===== src/rtl/core/lesf_pkg.sv =====
// lesf_pkg: shared constants, types and register indexes of the largest
// empty square finder
// no dependencies
package lesf_pkg;

  // grid limits
  localparam int MAX_COLS = 1024;
  localparam int MAX_ROWS = 1024;

  // field widths
  localparam int CHAR_W     = 8;
  localparam int POS_W      = 10;
  localparam int SIZE_W     = 11;
  localparam int CNT_W      = 11;
  localparam int COL_AW     = $clog2(MAX_COLS);
  localparam int CFG_IDX_W  = 8;
  localparam int CFG_DATA_W = 11;

  // largest score before saturation
  localparam logic [SIZE_W-1:0] SIZE_SAT = {SIZE_W{1'b1}};

  // depth of the queue between front and back
  localparam int Q_DEPTH = 2;

  // configuration register indexes
  localparam logic [CFG_IDX_W-1:0] REG_EMPTY_CHAR    = CFG_IDX_W'(0);
  localparam logic [CFG_IDX_W-1:0] REG_OBSTACLE_CHAR = CFG_IDX_W'(1);
  localparam logic [CFG_IDX_W-1:0] REG_ROW_COUNT     = CFG_IDX_W'(2);
  localparam logic [CFG_IDX_W-1:0] REG_COL_TOTAL     = CFG_IDX_W'(3);

  // cell class decided by the front
  typedef enum logic [1:0] {
    CLS_EMPTY,
    CLS_OBST,
    CLS_BAD
  } cls_t;

  // one classified cell travelling from front to back
  typedef struct packed {
    cls_t             cls;
    logic [POS_W-1:0] row;
    logic [POS_W-1:0] col;
    logic             border;
    logic             last_col;
    logic             done;
  } item_t;

endpackage


===== src/rtl/core/lesf_queue.sv =====
// lesf_queue: short first-in first-out queue of classified cells
// depends on lesf_pkg
module lesf_queue (
  input  logic             clk,
  input  logic             rst,
  input  logic             push,
  input  lesf_pkg::item_t  push_item,
  output logic             full,
  input  logic             pop,
  output logic             not_empty,
  output lesf_pkg::item_t  head
);

  localparam int PTR_W = (lesf_pkg::Q_DEPTH > 1) ? $clog2(lesf_pkg::Q_DEPTH) : 1;
  localparam int CNT_W = $clog2(lesf_pkg::Q_DEPTH + 1);

  lesf_pkg::item_t   slots [lesf_pkg::Q_DEPTH];
  logic [PTR_W-1:0]  wr_ptr;
  logic [PTR_W-1:0]  rd_ptr;
  logic [CNT_W-1:0]  count;

  assign full      = (count == CNT_W'(lesf_pkg::Q_DEPTH));
  assign not_empty = (count != '0);
  assign head      = slots[rd_ptr];

  // storage
  always_ff @(posedge clk) begin
    if (push) begin
      slots[wr_ptr] <= push_item;
    end
  end

  // pointers and fill level
  always_ff @(posedge clk) begin
    if (rst) begin
      wr_ptr <= '0;
      rd_ptr <= '0;
      count  <= '0;
    end else begin
      if (push) begin
        wr_ptr <= (wr_ptr == PTR_W'(lesf_pkg::Q_DEPTH - 1)) ? '0 : wr_ptr + PTR_W'(1);
      end
      if (pop) begin
        rd_ptr <= (rd_ptr == PTR_W'(lesf_pkg::Q_DEPTH - 1)) ? '0 : rd_ptr + PTR_W'(1);
      end
      if (push && !pop) begin
        count <= count + CNT_W'(1);
      end else if (pop && !push) begin
        count <= count - CNT_W'(1);
      end
    end
  end

  // no overflow or underflow
  a_no_push_full: assert property (@(posedge clk) disable iff (rst)
    full |-> !push) else $error("queue pushed while full");
  a_no_pop_empty: assert property (@(posedge clk) disable iff (rst)
    !not_empty |-> !pop) else $error("queue popped while empty");

endmodule


===== config.mk =====
export PLATFORM = sky130hd
export DESIGN_NAME = lesf_queue
export DESIGN_NICKNAME = d
export VERILOG_FILES = /design/src/rtl/core/lesf_pkg.sv /design/src/rtl/core/lesf_queue.sv
export SDC_FILE = /design/constraint.sdc
export NUM_CORES = 1
export LEC_CHECK = 0
export ABC_AREA = 1
export BUFFER_PORTS_ARGS = -buffer_cell sky130_fd_sc_hd__buf_2
export CAP_MARGIN = 20
export CORE_MARGIN = 3
export CORE_UTILIZATION = 30
export CTS_BUF_LIST = sky130_fd_sc_hd__clkbuf_8
export CTS_CLUSTER_SIZE = 28
export DETAILED_ROUTE_END_ITERATION = 7
export PLACE_DENSITY_LB_ADDON = 0.15
export SETUP_SLACK_MARGIN = 0.5
export SYNTH_ARGS = -nofsm -noshare
export SYNTH_HDL_FRONTEND = slang
export SYNTH_SLANG_ARGS = --single-unit

===== constraint.sdc =====
create_clock -name clk -period 2.25 [get_ports clk]
set_input_delay 0.45 -clock clk [delete_from_list [all_inputs] [get_ports clk]]
set_output_delay 0.45 -clock clk [all_outputs]
set_load 0.02 [all_outputs]

* After elaboration in Yosys (flattened, before gate mapping) *
Memories as Yosys holds them, arrays and structs flattened. A register that Yosys moved wholly into a read port is not among the register bits.
Cells that the tools add are included.
Widths: inputs -> output; s select.

operators by class
  div/mod/pow operators = 0
  $lt $le $gt $ge = 0
  multipliers = 0
  mux-type cells = 8
  shifts and indexed selects = 0
  reduce and logical (&&, ||, !) cells = 6
  add/sub/neg operators = 4
  bitwise operators = 0
  equal/unequal tests = 1

operators with widths
  kind                 number
  $mux 1               6
  $mux 2               2
  $reduce_bool 2->1    2
  $add 1x1->1 const B  2
  $add 2x1->2 const B  1
  $eq 2x2->1 const B   1
  $logic_and 1x1->1    2
  $logic_not 1->1      2
  $sub 2x1->2 const B  1

storage, ports and cells
  ROM bits = 0
  memory bits (writable) = 50
  memories kept = 1
  logic and storage cells = 23
  bits in latches = 0
  bits of input ports = 29
  output and inout port bits = 27
  register bits = 4

memories
  name   words  width  rd ports  clocked after memory_dff  write ports  line              RTL
  slots  2      25     1         1                         1            lesf_queue.sv:17  lesf_pkg::item_t slots [lesf_pkg::Q_DEPTH];

* Logic depth before layout (Yosys ltp) *
Gate-level depths: netlist of the first run.

  depth after elaboration = 4
  depth in mapped cells = 8

* Worst setup path after synthesis of the first run *
No wires, ideal clock.

  kind = input to register
  from = input push
  to = memory slots[0][0] in the netlist's numbering (enable)
  required time = 1843 ps
  stages on the path = 2
  slack = 296 ps
  arrival time = 1547 ps
  path through = inv_1 -> nor2_1

between the ends
  word-level cells in the longest chain between the ends = 2

ends and longest elaborated chain
  element                       line              RTL
  from (decl)                   lesf_queue.sv:6   input logic push,
  $mux 1                        lesf_queue.sv:28  if (push) begin
  $mux 1 (not written as such)  lesf_queue.sv:29  slots[wr_ptr] <= push_item;
  to (decl)                     lesf_queue.sv:17

No other way between the ends.

==> results of run 1 <==
==> per-stage QoR <==
stage	std cells	total power [uW]	instance area, um2	hold WS, ns	setup slack (ns)
2_1_floorplan	111	1440	2140	0.480	0.718
3_5_place_dp	265	1540	2530	0.506	0.652
3_3_place_gp	265	1530	2530	0.501	0.692
4_1_cts	272	2040	2620	0.324	0.441
6_report	273	2060	2770	0.335	0.490
5_1_grt	273	2170	2770	0.317	0.418
==> registers in the layout, summed over array words and instances (netlist names), named ones only <==
signal	cells
slots	50
count	2
rd_ptr	1
wr_ptr	1
==> Yosys cell counts (all sizes together) <==
library cell,instances
ha,1
edfxtp,50
inv,9
nand4,1
a21oi,1
dfxtp,5
nand2,6
nand3,1
nor2,6
nor3,1
xnor2,1
buf,3
mux2,25
o21ai,1
==> logic make-up after synthesis <==
kind of cell    count (synthesis)  synth area share
flops                          55             0.750
buf+inv                        12            0.0398
mux                            25             0.167
fa+ha+maj                       1           0.00586
simple gates                   15            0.0287
compound gates                  2           0.00468
xor+xnor                        1           0.00410
==> metal layers <==
layer	track usage	routed length, um
met5	0	0
met4	0.0383	58
met3	0.0350	196
met2	0.157	1930
met1	0.104	1480
==> worst max-delay path, delay by kind of cell (launching register included) <==
kind / cells / cell delay (ns)
buf+inv: 2 / 0.31
mux: 1 / 0.30
flops: 1 / 0.40
==> path summary, 6_finish.rpt <==
path                 startpoint            to  slack (ns)
setup / recovery           flop      head[24]        0.49
hold / removal    push_item[21]  slots[1][21]        0.34
setup reg to reg         wr_ptr  slots[0][20]        0.95
hold reg to reg          rd_ptr        rd_ptr        0.53
==> power breakdown <==
part	switching [uW]	total, uW	leakage (uW)	internal, uW
combinational	184	379	0.000575	195
clock	279	487	0.0000414	208
sequential	19.5	1200	0.000512	1180
total	483	2060	0.00113	1580
==> final cells by class <==
type,instances,area [um2],area share
Clock inverter,2,8.76,0.00316
Clock buffer,5,68.8,0.0249
Tap cell,96,120,0.0434
Multi-Input combinational cell,44,470,0.170
Inverter,9,33.8,0.0122
Sequential cell,55,1610,0.580
Timing Repair Buffer,62,460,0.166
==> what timing repair did <==
item / in CTS / in global routing
resized for setup: 4 / 37
gates cloned: 0 / 1
endpoints found under the setup margin: 25 / 25
==> flow_metrics.py, run 1 <==
metrics = {
    "timing": {
        "setup_viol": 0,
        "period_minus_slack_ns": 1.76,
        "rsz0062_at_grt": "yes",
        "slew_headroom": 0.701,
        "hold_viol": 0,
        "max_freq_ghz": 0.568,
        "post-route-period-util": 0.782,
        "fin_setup_tns_ns": 0,
        "clock_skew_ns": 0.00491,
        "tightest_slew_ns": 0.448,
        "slew_violations": 0,
    },
    "min_path": {
        "min_path_type": "in -> reg",
        "worstHoldPathCells": 1,
    },
    "setup_path": {
        "reg2reg_depth": 2,
        "worst_ep_required_time_ns": 1.80,
        "path_max_fanout": 10,
        "crit_chain": "buf_12, mux2_4, buf_2",
        "worst-setup-path-type": "reg -> out",
        "cp_data_arrival_time_ns": 1.31,
        "endpoint_kind": "output port",
        "crit_slowest_cell": "dfxtp_4",
        "start_kind": "flop",
        "critPathMaxStageDelay_ns": 0.40,
    },
    "final_layout": {
        "drive_above_1_share": 0.537,
        "final_core_util": 0.405,
        "final_common_cell": "edfxtp_1",
        "areaGrowthSynthToFinish_pct": 29.6,
        "fin_nets": 207,
        "n_fill_cell": 664,
        "final_cell_mix": "edfxtp_1, buf_2, mux2_4",
        "antenna_cells": 0,
    },
    "die": {
        "initial_utilization": 0.313,
        "die_x_um": 90.4,
        "die_area_um2": 8170,
        "std_cell_rows": 30,
        "io_pins": 56,
        "core_um2": 6830,
        "dieHeight_um": 90.4,
    },
    "synth": {
        "yosysUniqueCellTypes": 16,
        "yosysWarnings": 0,
        "yosys-top-cells-area": "edfxtp_1, mux2_4, dfxtp_1",
        "seq_area_frac_synth": 0.750,
        "syn_area_per_cell_um2": 19.2,
        "synth_top_area_share": 0.703,
        "netlist_area_um2": 2140,
        "synth_fp_nets": 141,
        "postSynthCellCount": 111,
        "yosysTopAreaCell": "edfxtp_1",
        "synth_seq_cells": 55,
    },
    "placed_design": {
        "gp_congestion": 0.646,
        "portBuffers": 55,
        "hpwl_mm": 2.65,
    },
    "grt": {
        "antenna_found_initial": 0,
        "grt_overflow": 0,
        "grt_pass1_vias": 1169,
        "grt_max_degree": 16,
        "grtUsageTotal": 0.0924,
        "grt_pass1_wl_mm": 5.84,
    },
    "power": {
        "power_leakage_uw": 0.00113,
        "power_density_nw_per_um2": 745,
        "irDropWorstVdd_v": 0.000274,
    },
    "drt": {
        "drc": 0,
        "drtPass1Iterations": 4,
        "antenna_left": 0,
        "routedWlPerCell_um": 13.4,
        "routed_wirelength_mm": 3.66,
        "via_per_inst": 4.03,
        "via_count": 1100,
        "drtIter0Drc": 80,
    },
    "clock_tree": {
        "clk_latency_ns": 0.30,
        "clock_path_buffers": 2,
        "cts_max_level": 2,
        "root_buffer": "clkbuf_8",
        "cts_sinks": 55,
        "hold_buffers": 0,
        "postCtsSetupBuffers": 0,
        "clk_pin_slew_ns": 0.09,
        "cts_tree": "yes",
        "tritoncts.num_buffers": 5,
    },
    "job": {
        "cap_violations": 0,
    },
    "status": {
        "status": "completed",
    },
}
Power figures use the tool's default switching activity.
==> inputs of run 2 (changes only) <==
==> constraint.sdc (replaced) <==
create_clock -name clk -period 1.7 [get_ports clk]
set_input_delay 0.34 -clock clk [delete_from_list [all_inputs] [get_ports clk]]
set_output_delay 0.34 -clock clk [all_outputs]
set_load 0.02 [all_outputs]
==> flow_metrics.py, run 2 (synthesized netlist as in run 1, its figures left out) <==
metrics = {
    "grt": {
        "grt_pass1_vias": 1293,
        "grtUsageTotal": 0.100,
        "grt_pass1_wl_mm": 6.37,
        "antenna_found_initial": 0,
        "grt_overflow": 0,
        "grt_max_degree": 21,
    },
    "drt": {
        "via_per_inst": 4.11,
        "drtIter0Drc": 49,
        "drc": 0,
        "via_count": 1159,
        "routed_wirelength_mm": 3.87,
        "routedWlPerCell_um": 13.7,
        "drtPass1Iterations": 4,
        "antenna_left": 0,
    },
    "clock_tree": {
        "cts_max_level": 2,
        "tritoncts.num_buffers": 5,
        "hold_buffers": 0,
        "root_buffer": "clkbuf_8",
        "cts_tree": "yes",
        "clk_latency_ns": 0.30,
        "clk_pin_slew_ns": 0.10,
        "clock_path_buffers": 2,
        "cts_sinks": 55,
    },
    "timing": {
        "setup_viol": 0,
        "period_minus_slack_ns": 1.69,
        "slew_headroom": 0.864,
        "slew_violations": 0,
        "finalWorstSetupSlack_ns": 0.00749,
        "hold_ws_ns": 0.218,
        "max_freq_ghz": 0.591,
        "post-route-period-util": 0.996,
        "clock_skew_ns": 0.00788,
        "rsz0062_at_grt": "yes",
        "tightest_slew_ns": 0.205,
        "hold_viol": 0,
    },
    "placed_design": {
        "gp_congestion": 0.664,
        "pre_cts_slack_ns": 0.199,
        "portBuffers": 55,
        "dpl.cell_count": 264,
        "hpwl_mm": 2.72,
    },
    "final_layout": {
        "final_cells": 282,
        "final_common_cell": "edfxtp_1",
        "reg_top3": "slots x50, count x2",
        "regMostFlops": "slots",
        "largest_reg_flops": 50,
        "final_core_util": 0.425,
        "final_cell_mix": "edfxtp_1, buf_2, mux2_4",
        "antenna_cells": 0,
        "areaGrowthSynthToFinish_pct": 36.1,
        "drive_above_1_share": 0.602,
        "fin_nets": 215,
    },
    "power": {
        "power_leakage_uw": 0.00118,
        "irDropWorstVdd_v": 0.000332,
        "power_density_nw_per_um2": 1020,
        "p_total_uw": 2970,
    },
    "die": {
        "die_x_um": 90.4,
        "initial_utilization": 0.313,
        "io_pins": 56,
        "std_cell_rows": 30,
        "core_um2": 6830,
        "dieHeight_um": 90.4,
        "die_area_um2": 8170,
    },
    "job": {
        "cap_violations": 0,
    },
    "min_path": {
        "min_to": "slots[1][22]",
        "min_from": "push_item[22]",
        "worstHoldPathCells": 1,
        "min_path_type": "in -> reg",
    },
    "setup_path": {
        "rrSetupSlack_ns": 0.58,
        "worst-setup-path-type": "reg -> out",
        "endpoint_kind": "output port",
        "path_max_fanout": 10,
        "r2r_start": "count[0]",
        "start_kind": "flop",
        "reg2reg_depth": 8,
        "r2r-end": "count[1]",
        "worst_ep_required_time_ns": 1.36,
        "cp_data_arrival_time_ns": 1.35,
    },
    "status": {
        "status": "completed",
    },
}
run 2: cell types whose count changed in the layout (fill, tap and decap cells not counted), moves of 3 or more:
| cell | change |
|---|---|
| buf_6 | +5 |
| mux2_2 | +3 |
| buf_2 | -8 |
| mux2_4 | -3 |
| buf_4 | +11 |
| inv_1 | -3 |
run 2: worst max path at each step:
stage | endpoint | slack [ns] | cells after the start
finish | head[2] | 0.007 | 3
global route | head[2] | -0.05 | 3
CTS | head[2] | -0.01 | 3
detailed placement | head[2] | 0.20 | 3
global placement | head[14] | 0.21 | 3
floorplan | head[0] | 0.46 | 3
run 2: report_power, final:
part / total [uW] / internal (uW) / leakage [uW] / switching [uW]
Sequential: 1590 / 1560 / 0.000512 / 30.3
Combinational: 551 / 297 / 0.000611 / 254
Clock: 832 / 432 / 0.0000556 / 400
run 2: worst max-delay path, stage by stage, from the launching register on:
cell	delay [ns]
dfxtp_4	0.43
buf_12	0.16
mux2_4	0.31
buf_2	0.16
run 2: what timing repair did:
action / CTS / global route
gates resized for setup: 46 / 7
hold endpoints to repair: 0 / 0
buffers inserted: 10 / 0
pin swaps: 1 / 2
endpoints found under the setup margin: 46 / 28
run 2: cell type report:
class                           instances  area [um2]
Clock inverter                          3        38.8
Multi-Input combinational cell         44         479
Inverter                                9        37.5
Sequential cell                        55        1610
Timing Repair Buffer                   70         554
Tap cell                               96         120
Fill cell                             663        3930
Clock buffer                            5        68.8
run 2: through the flow:
stage,cell area [um2],setup TNS (ns)
after floorplan,2150,0
after global placement,2570,0
after detailed placement,2570,0
after CTS,2880,-0.0147
after global routing,2910,-0.538
final,2910,0
run 2: layer usage:
metal  global-route usage  routed length (um)
met5                    0                   0
met4               0.0344                  57
met3               0.0350                 199
met2                0.169                1960
met1                0.120                1660
