==> src/rtl/core/lesf_pkg.sv <==
// lesf_pkg: shared constants, types and register indexes of the largest
// empty square finder
// no dependencies
package lesf_pkg;

  // grid limits
  localparam int MAX_COLS = 1024;
  localparam int MAX_ROWS = 1024;

  // field widths
  localparam int CHAR_W     = 8;
  localparam int POS_W      = 10;
  localparam int SIZE_W     = 11;
  localparam int CNT_W      = 11;
  localparam int COL_AW     = $clog2(MAX_COLS);
  localparam int CFG_IDX_W  = 8;
  localparam int CFG_DATA_W = 11;

  // largest score before saturation
  localparam logic [SIZE_W-1:0] SIZE_SAT = {SIZE_W{1'b1}};

  // depth of the queue between front and back
  localparam int Q_DEPTH = 2;

  // configuration register indexes
  localparam logic [CFG_IDX_W-1:0] REG_EMPTY_CHAR    = CFG_IDX_W'(0);
  localparam logic [CFG_IDX_W-1:0] REG_OBSTACLE_CHAR = CFG_IDX_W'(1);
  localparam logic [CFG_IDX_W-1:0] REG_ROW_COUNT     = CFG_IDX_W'(2);
  localparam logic [CFG_IDX_W-1:0] REG_COL_TOTAL     = CFG_IDX_W'(3);

  // cell class decided by the front
  typedef enum logic [1:0] {
    CLS_EMPTY,
    CLS_OBST,
    CLS_BAD
  } cls_t;

  // one classified cell travelling from front to back
  typedef struct packed {
    cls_t             cls;
    logic [POS_W-1:0] row;
    logic [POS_W-1:0] col;
    logic             border;
    logic             last_col;
    logic             done;
  } item_t;

endpackage

==> src/rtl/core/lesf_if.sv <==
// lesf_if: valid/ready channel interfaces for cells, results and configuration
// depends on lesf_pkg

// cell request channel
interface lesf_cell_if;
  logic                         valid;
  logic                         ready;
  logic [lesf_pkg::CHAR_W-1:0]  cell_char;

  modport source (output valid, output cell_char, input ready);
  modport sink (input valid, input cell_char, output ready);
endinterface


// configuration write channel
interface lesf_cfg_if;
  logic                             valid;
  logic                             ready;
  logic [lesf_pkg::CFG_IDX_W-1:0]   index;
  logic [lesf_pkg::CFG_DATA_W-1:0]  data;

  modport source (output valid, output index, output data, input ready);
  modport sink (input valid, input index, input data, output ready);
endinterface

==> src/rtl/core/lesf_front.sv <==
// lesf_front: configuration registers, cell classification and raster position
// depends on lesf_pkg and lesf_if
module lesf_front (
  input  logic                clk,
  input  logic                rst,
  lesf_cell_if.sink           cell_in,
  lesf_cfg_if.sink            cfg,
  output logic                push,
  output lesf_pkg::item_t     push_item,
  input  logic                q_full
);

  logic [lesf_pkg::CHAR_W-1:0] empty_char;
  logic [lesf_pkg::CHAR_W-1:0] obstacle_char;
  logic [lesf_pkg::CNT_W-1:0]  row_count;
  logic [lesf_pkg::CNT_W-1:0]  col_total;
  logic [lesf_pkg::POS_W-1:0]  row_pos;
  logic [lesf_pkg::POS_W-1:0]  col_pos;
  logic [lesf_pkg::POS_W-1:0]  row_pos_next;
  logic [lesf_pkg::POS_W-1:0]  col_pos_next;
  logic [lesf_pkg::CNT_W-1:0]  rows;
  logic [lesf_pkg::CNT_W-1:0]  cols;
  logic                        last_col;
  logic                        last_row;

  // take a cell whenever the queue has room; config is always taken
  assign cell_in.ready = !q_full;
  assign cfg.ready     = 1'b1;
  assign push          = cell_in.valid && !q_full;

  // configuration register writes
  always_ff @(posedge clk) begin
    if (rst) begin
      empty_char    <= lesf_pkg::CHAR_W'(46);
      obstacle_char <= lesf_pkg::CHAR_W'(111);
      row_count     <= lesf_pkg::CNT_W'(1);
      col_total     <= lesf_pkg::CNT_W'(1);
    end else if (cfg.valid) begin
      unique case (cfg.index)
        lesf_pkg::REG_EMPTY_CHAR:    empty_char    <= cfg.data[lesf_pkg::CHAR_W-1:0];
        lesf_pkg::REG_OBSTACLE_CHAR: obstacle_char <= cfg.data[lesf_pkg::CHAR_W-1:0];
        lesf_pkg::REG_ROW_COUNT:     row_count     <= cfg.data[lesf_pkg::CNT_W-1:0];
        lesf_pkg::REG_COL_TOTAL:     col_total     <= cfg.data[lesf_pkg::CNT_W-1:0];
        default: ;
      endcase
    end
  end

  // clamp counts, end of row and map, classify and step position
  always_comb begin
    if (row_count == '0) begin
      rows = lesf_pkg::CNT_W'(1);
    end else if (row_count > lesf_pkg::CNT_W'(lesf_pkg::MAX_ROWS)) begin
      rows = lesf_pkg::CNT_W'(lesf_pkg::MAX_ROWS);
    end else begin
      rows = row_count;
    end
    if (col_total == '0) begin
      cols = lesf_pkg::CNT_W'(1);
    end else if (col_total > lesf_pkg::CNT_W'(lesf_pkg::MAX_COLS)) begin
      cols = lesf_pkg::CNT_W'(lesf_pkg::MAX_COLS);
    end else begin
      cols = col_total;
    end

    last_col = (lesf_pkg::CNT_W'(col_pos) + lesf_pkg::CNT_W'(1)) >= cols;
    last_row = (lesf_pkg::CNT_W'(row_pos) + lesf_pkg::CNT_W'(1)) >= rows;

    // obstacle wins when both codes match
    if (cell_in.cell_char == obstacle_char) begin
      push_item.cls = lesf_pkg::CLS_OBST;
    end else if (cell_in.cell_char == empty_char) begin
      push_item.cls = lesf_pkg::CLS_EMPTY;
    end else begin
      push_item.cls = lesf_pkg::CLS_BAD;
    end
    push_item.row      = row_pos;
    push_item.col      = col_pos;
    push_item.border   = (row_pos == '0) || (col_pos == '0);
    push_item.last_col = last_col;
    push_item.done     = last_col && last_row;

    if (last_col && last_row) begin
      row_pos_next = '0;
      col_pos_next = '0;
    end else if (last_col) begin
      row_pos_next = row_pos + lesf_pkg::POS_W'(1);
      col_pos_next = '0;
    end else begin
      row_pos_next = row_pos;
      col_pos_next = col_pos + lesf_pkg::POS_W'(1);
    end
  end

  // raster position
  always_ff @(posedge clk) begin
    if (rst) begin
      row_pos <= '0;
      col_pos <= '0;
    end else if (push) begin
      row_pos <= row_pos_next;
      col_pos <= col_pos_next;
    end
  end

endmodule

==> src/flat_wrapper.sv <==
// flat-port wrapper written by rule: the top's interface ports become plain ports
module lesf_front_flat 
  (clk, rst, push, push_item, q_full, cell_in_valid, cell_in_cell_char, cell_in_ready, cfg_valid, cfg_index, cfg_data, cfg_ready);
  lesf_cell_if cell_in_i ();
  lesf_cfg_if cfg_i ();
  input  logic clk;
  input  logic rst;
  output logic push;
  output lesf_pkg::item_t push_item;
  input  logic q_full;
  input wire logic [$bits(cell_in_i.valid)-1:0] cell_in_valid;
  input wire logic [$bits(cell_in_i.cell_char)-1:0] cell_in_cell_char;
  output wire logic [$bits(cell_in_i.ready)-1:0] cell_in_ready;
  input wire logic [$bits(cfg_i.valid)-1:0] cfg_valid;
  input wire logic [$bits(cfg_i.index)-1:0] cfg_index;
  input wire logic [$bits(cfg_i.data)-1:0] cfg_data;
  output wire logic [$bits(cfg_i.ready)-1:0] cfg_ready;
  assign cell_in_i.valid = cell_in_valid;
  assign cell_in_i.cell_char = cell_in_cell_char;
  assign cell_in_ready = cell_in_i.ready;
  assign cfg_i.valid = cfg_valid;
  assign cfg_i.index = cfg_index;
  assign cfg_i.data = cfg_data;
  assign cfg_ready = cfg_i.ready;
  lesf_front u_core (.clk(clk), .rst(rst), .cell_in(cell_in_i), .cfg(cfg_i), .push(push), .push_item(push_item), .q_full(q_full));
endmodule
==> config.mk <==
export PLATFORM = sky130hd
export DESIGN_NAME = lesf_front_flat
export DESIGN_NICKNAME = d
export VERILOG_FILES = /design/src/rtl/core/lesf_pkg.sv /design/src/rtl/core/lesf_if.sv /design/src/rtl/core/lesf_front.sv /design/src/flat_wrapper.sv
export SDC_FILE = /design/constraint.sdc
export NUM_CORES = 1
export LEC_CHECK = 0
export BUFFER_PORTS_ARGS = -buffer_cell sky130_fd_sc_hd__buf_4
export CAP_MARGIN = 20
export CORE_MARGIN = 8
export CORE_UTILIZATION = 56
export CTS_CLUSTER_DIAMETER = 100
export DETAILED_ROUTE_END_ITERATION = 8
export GPL_TIMING_DRIVEN = 0
export PLACE_DENSITY = 0.9
export SETUP_SLACK_MARGIN = 0.2
export SYNTH_ARGS = -nofsm -noshare
export SYNTH_HDL_FRONTEND = slang
export SYNTH_SLANG_ARGS = --single-unit
==> constraint.sdc <==
create_clock -name clk -period 3.87 [get_ports clk]
set_input_delay 0.774 -clock clk [delete_from_list [all_inputs] [get_ports clk]]
set_output_delay 0.774 -clock clk [all_outputs]
set_load 0.01 [all_outputs]
[After elaboration in Yosys (flattened, before gate mapping)]
Cells that the tools add are included.
Operators by class
  $add $sub $neg: 4
  magnitude comparators: 4
  equal/unequal tests: 5
  muxes and demuxes: 10
  reduce and logical (&&, ||, !) cells: 15
Operator list (count)
  11-bit two-way mux: 4
  10-bit two-way mux: 4
  10-bit by 1-bit adder with 11-bit output, second input constant: 2
  11-bit greater-or-equal comparator: 2
  11-bit > comparator, second input constant: 2
  11-bit zero test: 2
  10-bit by 1-bit adder with 10-bit output, second input constant: 2
  10-bit zero test: 2
  8-bit by 2-bit equality test with 1-bit output, second input constant: 2
  8-bit equality test: 2
  2-bit AND reduction: 5
  8-bit by 1-bit equality test with 1-bit output, second input constant: 1
  8-bit zero test: 1
  2-bit two-way mux: 2
  1-bit logical AND: 2
  2-bit nonzero test: 1
  1-bit zero test: 1
  1-bit logical OR: 1
Storage, ports and cells
  flip-flop bits (word level): 58
  input bits: 32
  word-level logic and storage cells: 44

[Depth between registers and ports, before layout]
  depth in word-level cells: 7
  mapped depth: 12
  gate-level depth less buffers: 11

[Worst setup path before layout]
Ideal clock, no wire load.
  path type: flip-flop to output port
  from: reg u_core.row_pos[0] (netlist name)
  to: out push_item[0] (netlist name)
  arrival: 2.738 ns
  required time: 3.096 ns
  path slack: 0.358 ns
  stages on the path, launching flop included: 12
  buffers on the path: 1
  cells stage by stage: dfxtp_1 ha_1 and3_1 nand3_1 or3_1 xnor2_1 ha_1 a21oi_1 o21ai_0 a221oi_1 clkbuf_1 nor2_1
RTL lines
  start, declared: line lesf_front.sv:17  | logic [lesf_pkg::POS_W-1:0] row_pos;
  start signal, assigned: line lesf_front.sv:101  | row_pos <= row_pos_next;
  end, declared: line flat_wrapper.sv:9  | output lesf_pkg::item_t push_item;

==> summary.md <==
| Metric | Value |
|---|---|
| Final TNS setup | `0 ns` |
| Final hold vios | `0` |
| Final net count | `~570` |
| Reg2reg setup slack | `0.76 ns` |
| EDFF count, synth | `0` |
| Crit path capture type | `primary output` |
| Worst reg2reg startpoint | `u_core.row_pos[1]` |
| CTS Buf Count | `9` |
| CTS tree | `built` |
| Worst-margin pin slew | `roughly 0.56 ns` |
| CP Depth | `12` |
| Synth area leader | `dfxtp_1` |
| Row count | `28` |
| Critical Path RT | `approximately 3.1 ns` |
| Synth-to-Final Area Change | `27.8%` |
| Main area contributors after synthesis | `dfxtp_1 (34%), ha_1 (9.5%), nand2_1 (9.2%)` |
| Number of global-route vias before repair | `3,495` |
| Final wirelength | `~10 mm` |
| Worst-Skew Late Latency | `around 0.36 ns` |
| Most frequent cells in the layout | `nand2_1 (83), buf_4 (70), dfxtp_1 (52), a21oi_1 (42), ha_1 (25)` |
| Most frequent CP cell | `nor2_2` |
| Global Route Usage Sum | `0.227` |
| Relative slew slack | `0.627` |
| Placer Congestion | `about 0.9` |
| Ys async rst share | `0` |
| Number of synthesized register bits | `58` |
| Pin count of the biggest net entering global routing | `11` |
| Syn_area_per_cell | `7.95 um^2` |
| Final HPWL DP | `7.07 mm` |
| H-tree depth | `3` |
| GR Overflow Total | `0` |
| # IOs | `60` |
| Critical Path Start Type | `register` |
| # clock sinks | `between 50 and 60` |
| Min Clock Period, post-route | `3.66 ns` |
| Syn nets | `about 490` |
| Seq/Total Area, Yosys | `0.340` |
| Hold Path Class | `reg2reg` |
| Core box area | `between 5000 and 6000 um^2` |
| Synthesized cell area | `around 3400 um^2` |
| Initial antenna violation count | `0` |
| DIE HEIGHT | `94.1 um` |
| Buffer and inverter count on the worst path | `2` |
| Critical path's slowest cell | `or3_4` |
| Crit path from | `u_core.row_pos[1]` |
| Hold slack final | `0.473 ns` |
| CTS Hold Bufs | `0` |
| RSZ-0062 raised after global routing | `true` |
| Initial Util | `0.576` |
| Yosys top cell area share | `0.340` |
| Post-route clock period utilization | `0.946` |
| First-pass GRT wire length | `between 15 and 20 mm` |
| Setup Crit Path Kind | `reg2out` |
| Final ANT Viol Nets | `0` |
| Internal | `~0.96 mW` |
| Final setup viols | `0` |
| CP delay by family, top | `simple AND/OR/NAND/NOR gates` |
| Leakage | `1.71 nW` |
| R2R Path End | `u_core.row_pos[4]` |
| Max-cap violation count | `0` |
| Sw Share | `0.245` |
| Avg Vias per Cell | `~6` |
| Max Clk Rate | `around 270 MHz` |
| PortBufs | `57` |
| Sw Pwr | `0.313 mW` |
| FF-to-FF path depth | `13` |
| Crit Path Max Fanout | `4` |
| CTS clk-pin slew, worst paths | `about 0.07 ns` |
| Share of cells above drive strength 1 | `0.248` |
| Seq pwr share | `0.468` |
| Vias post-DR | `between 3,000 and 4,000` |
| Root Driver | `clkbuf_8` |
| Drt wl/cell | `17.4 um` |
| Clk pwr share | `0.463` |
| Antenna cells | `0` |
| DRT Pass-1 Iters | `5` |
| Crit-path cells | `ha_4 -> and3_4 -> nand3_4 -> or3_4 -> xnor2_2 -> ha_1 -> nand2_2 -> nor2_2 -> a221oi_2 -> clkbuf_8 -> nor2_2 -> buf_6` |
| Worst Clk Skew | `0.0124 ns` |
| Logic pwr share | `0.069` |
| Unique cell type count in the Yosys netlist | `44` |
| Final Slew Violations | `0` |
| Critical Path AT | `roughly 2.9 ns` |
| Die area | `just under 9000 um^2` |
| VDD IR max | `roughly 0.22 mV` |
| Status | `finished clean` |
| DRT iter0 DRCs | `approximately 280` |
| DRC violations left | `0` |
| Die W | `94.1 um` |
| Max Buffers Root-to-Sink | `2` |
| Yosys Warn Count | `0` |
| CP endpoint | `push_item[0]` |
| Pwr Density | `around 290 nW/um^2` |
| Post-Synthesis Cells | `about 430` |
| Ys flop type | `dfxtp_1` |
| Slowest stage delay, CP | `0.39 ns` |
| Most common cell after layout, fill and taps aside | `nand2_1` |
## synth_stat cells, drive strengths merged, types with 2 or more instances
cell	n
xor2	13
inv	21
mux2i	6
dfxtp	58
xnor2	19
a31oi	2
nand2	84
a211o	10
nor4	9
o32ai	7
a21oi	43
and3	4
nor2	27
nand3	20
nand2b	2
a211oi	7
clkbuf	12
nand3b	4
nand4	9
ha	26
buf	9
nor2b	5
clkinv	2
nor3	2
o21ai	8
or3	8
## cell type report
cell class | count | area, um^2
Multi-Input combinational cell | 327 | 2180
Fill cell | 414 | 1560
Sequential cell | 58 | 1170
Timing Repair Buffer | 68 | 514
Clock buffer | 11 | 151
Buffer | 21 | 113
Tap cell | 75 | 93.8
Inverter | 23 | 86.3
Clock inverter | 5 | 52.6
## flip-flops by register name, indices dropped and copies added (netlist names)
register and cells:
u_core.col_total 11, u_core.row_pos 10, u_core.obstacle_char 8, u_core.row_count 11, u_core.col_pos 10, u_core.empty_char 8
## timing repair
action	4_1_cts	5_1_grt
gates resized for setup	21	16
pin swaps	4	12
cloned	0	0
setup buffers	6	5
setup endpoints to repair	2	2
## logic make-up (layout without fill, tap and decap cells)
kind of cell / Yosys count / after routing / synth area share
buffers and inverters: 44 / 128 / 0.0546
muxes: 6 / 6 / 0.0176
and+or+nand+nor: 181 / 181 / 0.258
DFF: 58 / 58 / 0.340
other: 1 / 1 / 0.00110
AOI/OAI and AO/OA: 81 / 81 / 0.151
xor gates and xnor gates: 32 / 32 / 0.0821
adders and majority gates: 26 / 26 / 0.0953
## worst min path at each step
stage / cells after the start / end / slack, ns / start
floorplan: 2 / u_core.col_total[2] / 0.44 / u_core.col_total[2]
global placement: 2 / u_core.row_count[7] / 0.46 / u_core.row_count[7]
detailed placement: 2 / u_core.col_total[4] / 0.46 / u_core.col_total[4]
CTS: 2 / u_core.col_total[4] / 0.47 / u_core.col_total[4]
global route: 2 / u_core.row_count[10] / 0.49 / u_core.row_count[10]
finish: 2 / u_core.row_count[2] / 0.47 / u_core.row_count[2]
## worst reg2reg max path, cell delays in order, from the launching register on
cell and delay, ns:
dfxtp_4 0.37, ha_4 0.13, and3_4 0.21, nand3_4 0.09
or3_4 0.39, xnor2_2 0.15, ha_1 0.35, nand2_2 0.12
nor2_2 0.06, a221oi_2 0.32, clkbuf_8 0.19, buf_4 0.16
nand3_1 0.26, o32ai_1 0.22
## through the flow
| step | util | total power [mW] | setup WS, ns | cells | cell area (um^2) |
|---|---|---|---|---|---|
| floorplan | - | 0.645 | 0.358 | 429 | 3410 |
| global placement | 0.664 | 0.692 | -0.117 | 561 | 3930 |
| detailed placement | 0.664 | 0.694 | -0.176 | 561 | 3930 |
| CTS | 0.718 | 1.27 | 0.203 | 583 | 4250 |
| global route | 0.736 | 1.31 | 0.116 | 588 | 4360 |
| finish | 0.736 | 1.28 | 0.211 | 588 | 4360 |
## power by group through the flow
stage / combinational [mW] / clock, mW / sequential (mW)
after CTS: 0.0846 / 0.589 / 0.597
after detailed placement: 0.0822 / 0 / 0.612
final: 0.0878 / 0.591 / 0.597
after global routing: 0.0934 / 0.625 / 0.596
after global placement: 0.0805 / 0 / 0.612
after floorplan: 0.0337 / 0 / 0.611
## layer usage
metal / vias up / global-route usage / share of wire
li1: 1643 / - / -
met4: 0 / 0.106 / 0.024
met2: 171 / 0.365 / 0.47
met1: 1659 / 0.270 / 0.42
met5: - / 0 / 0
met3: 32 / 0.0711 / 0.085
Note: power is estimated with default switching activity, not from simulation.
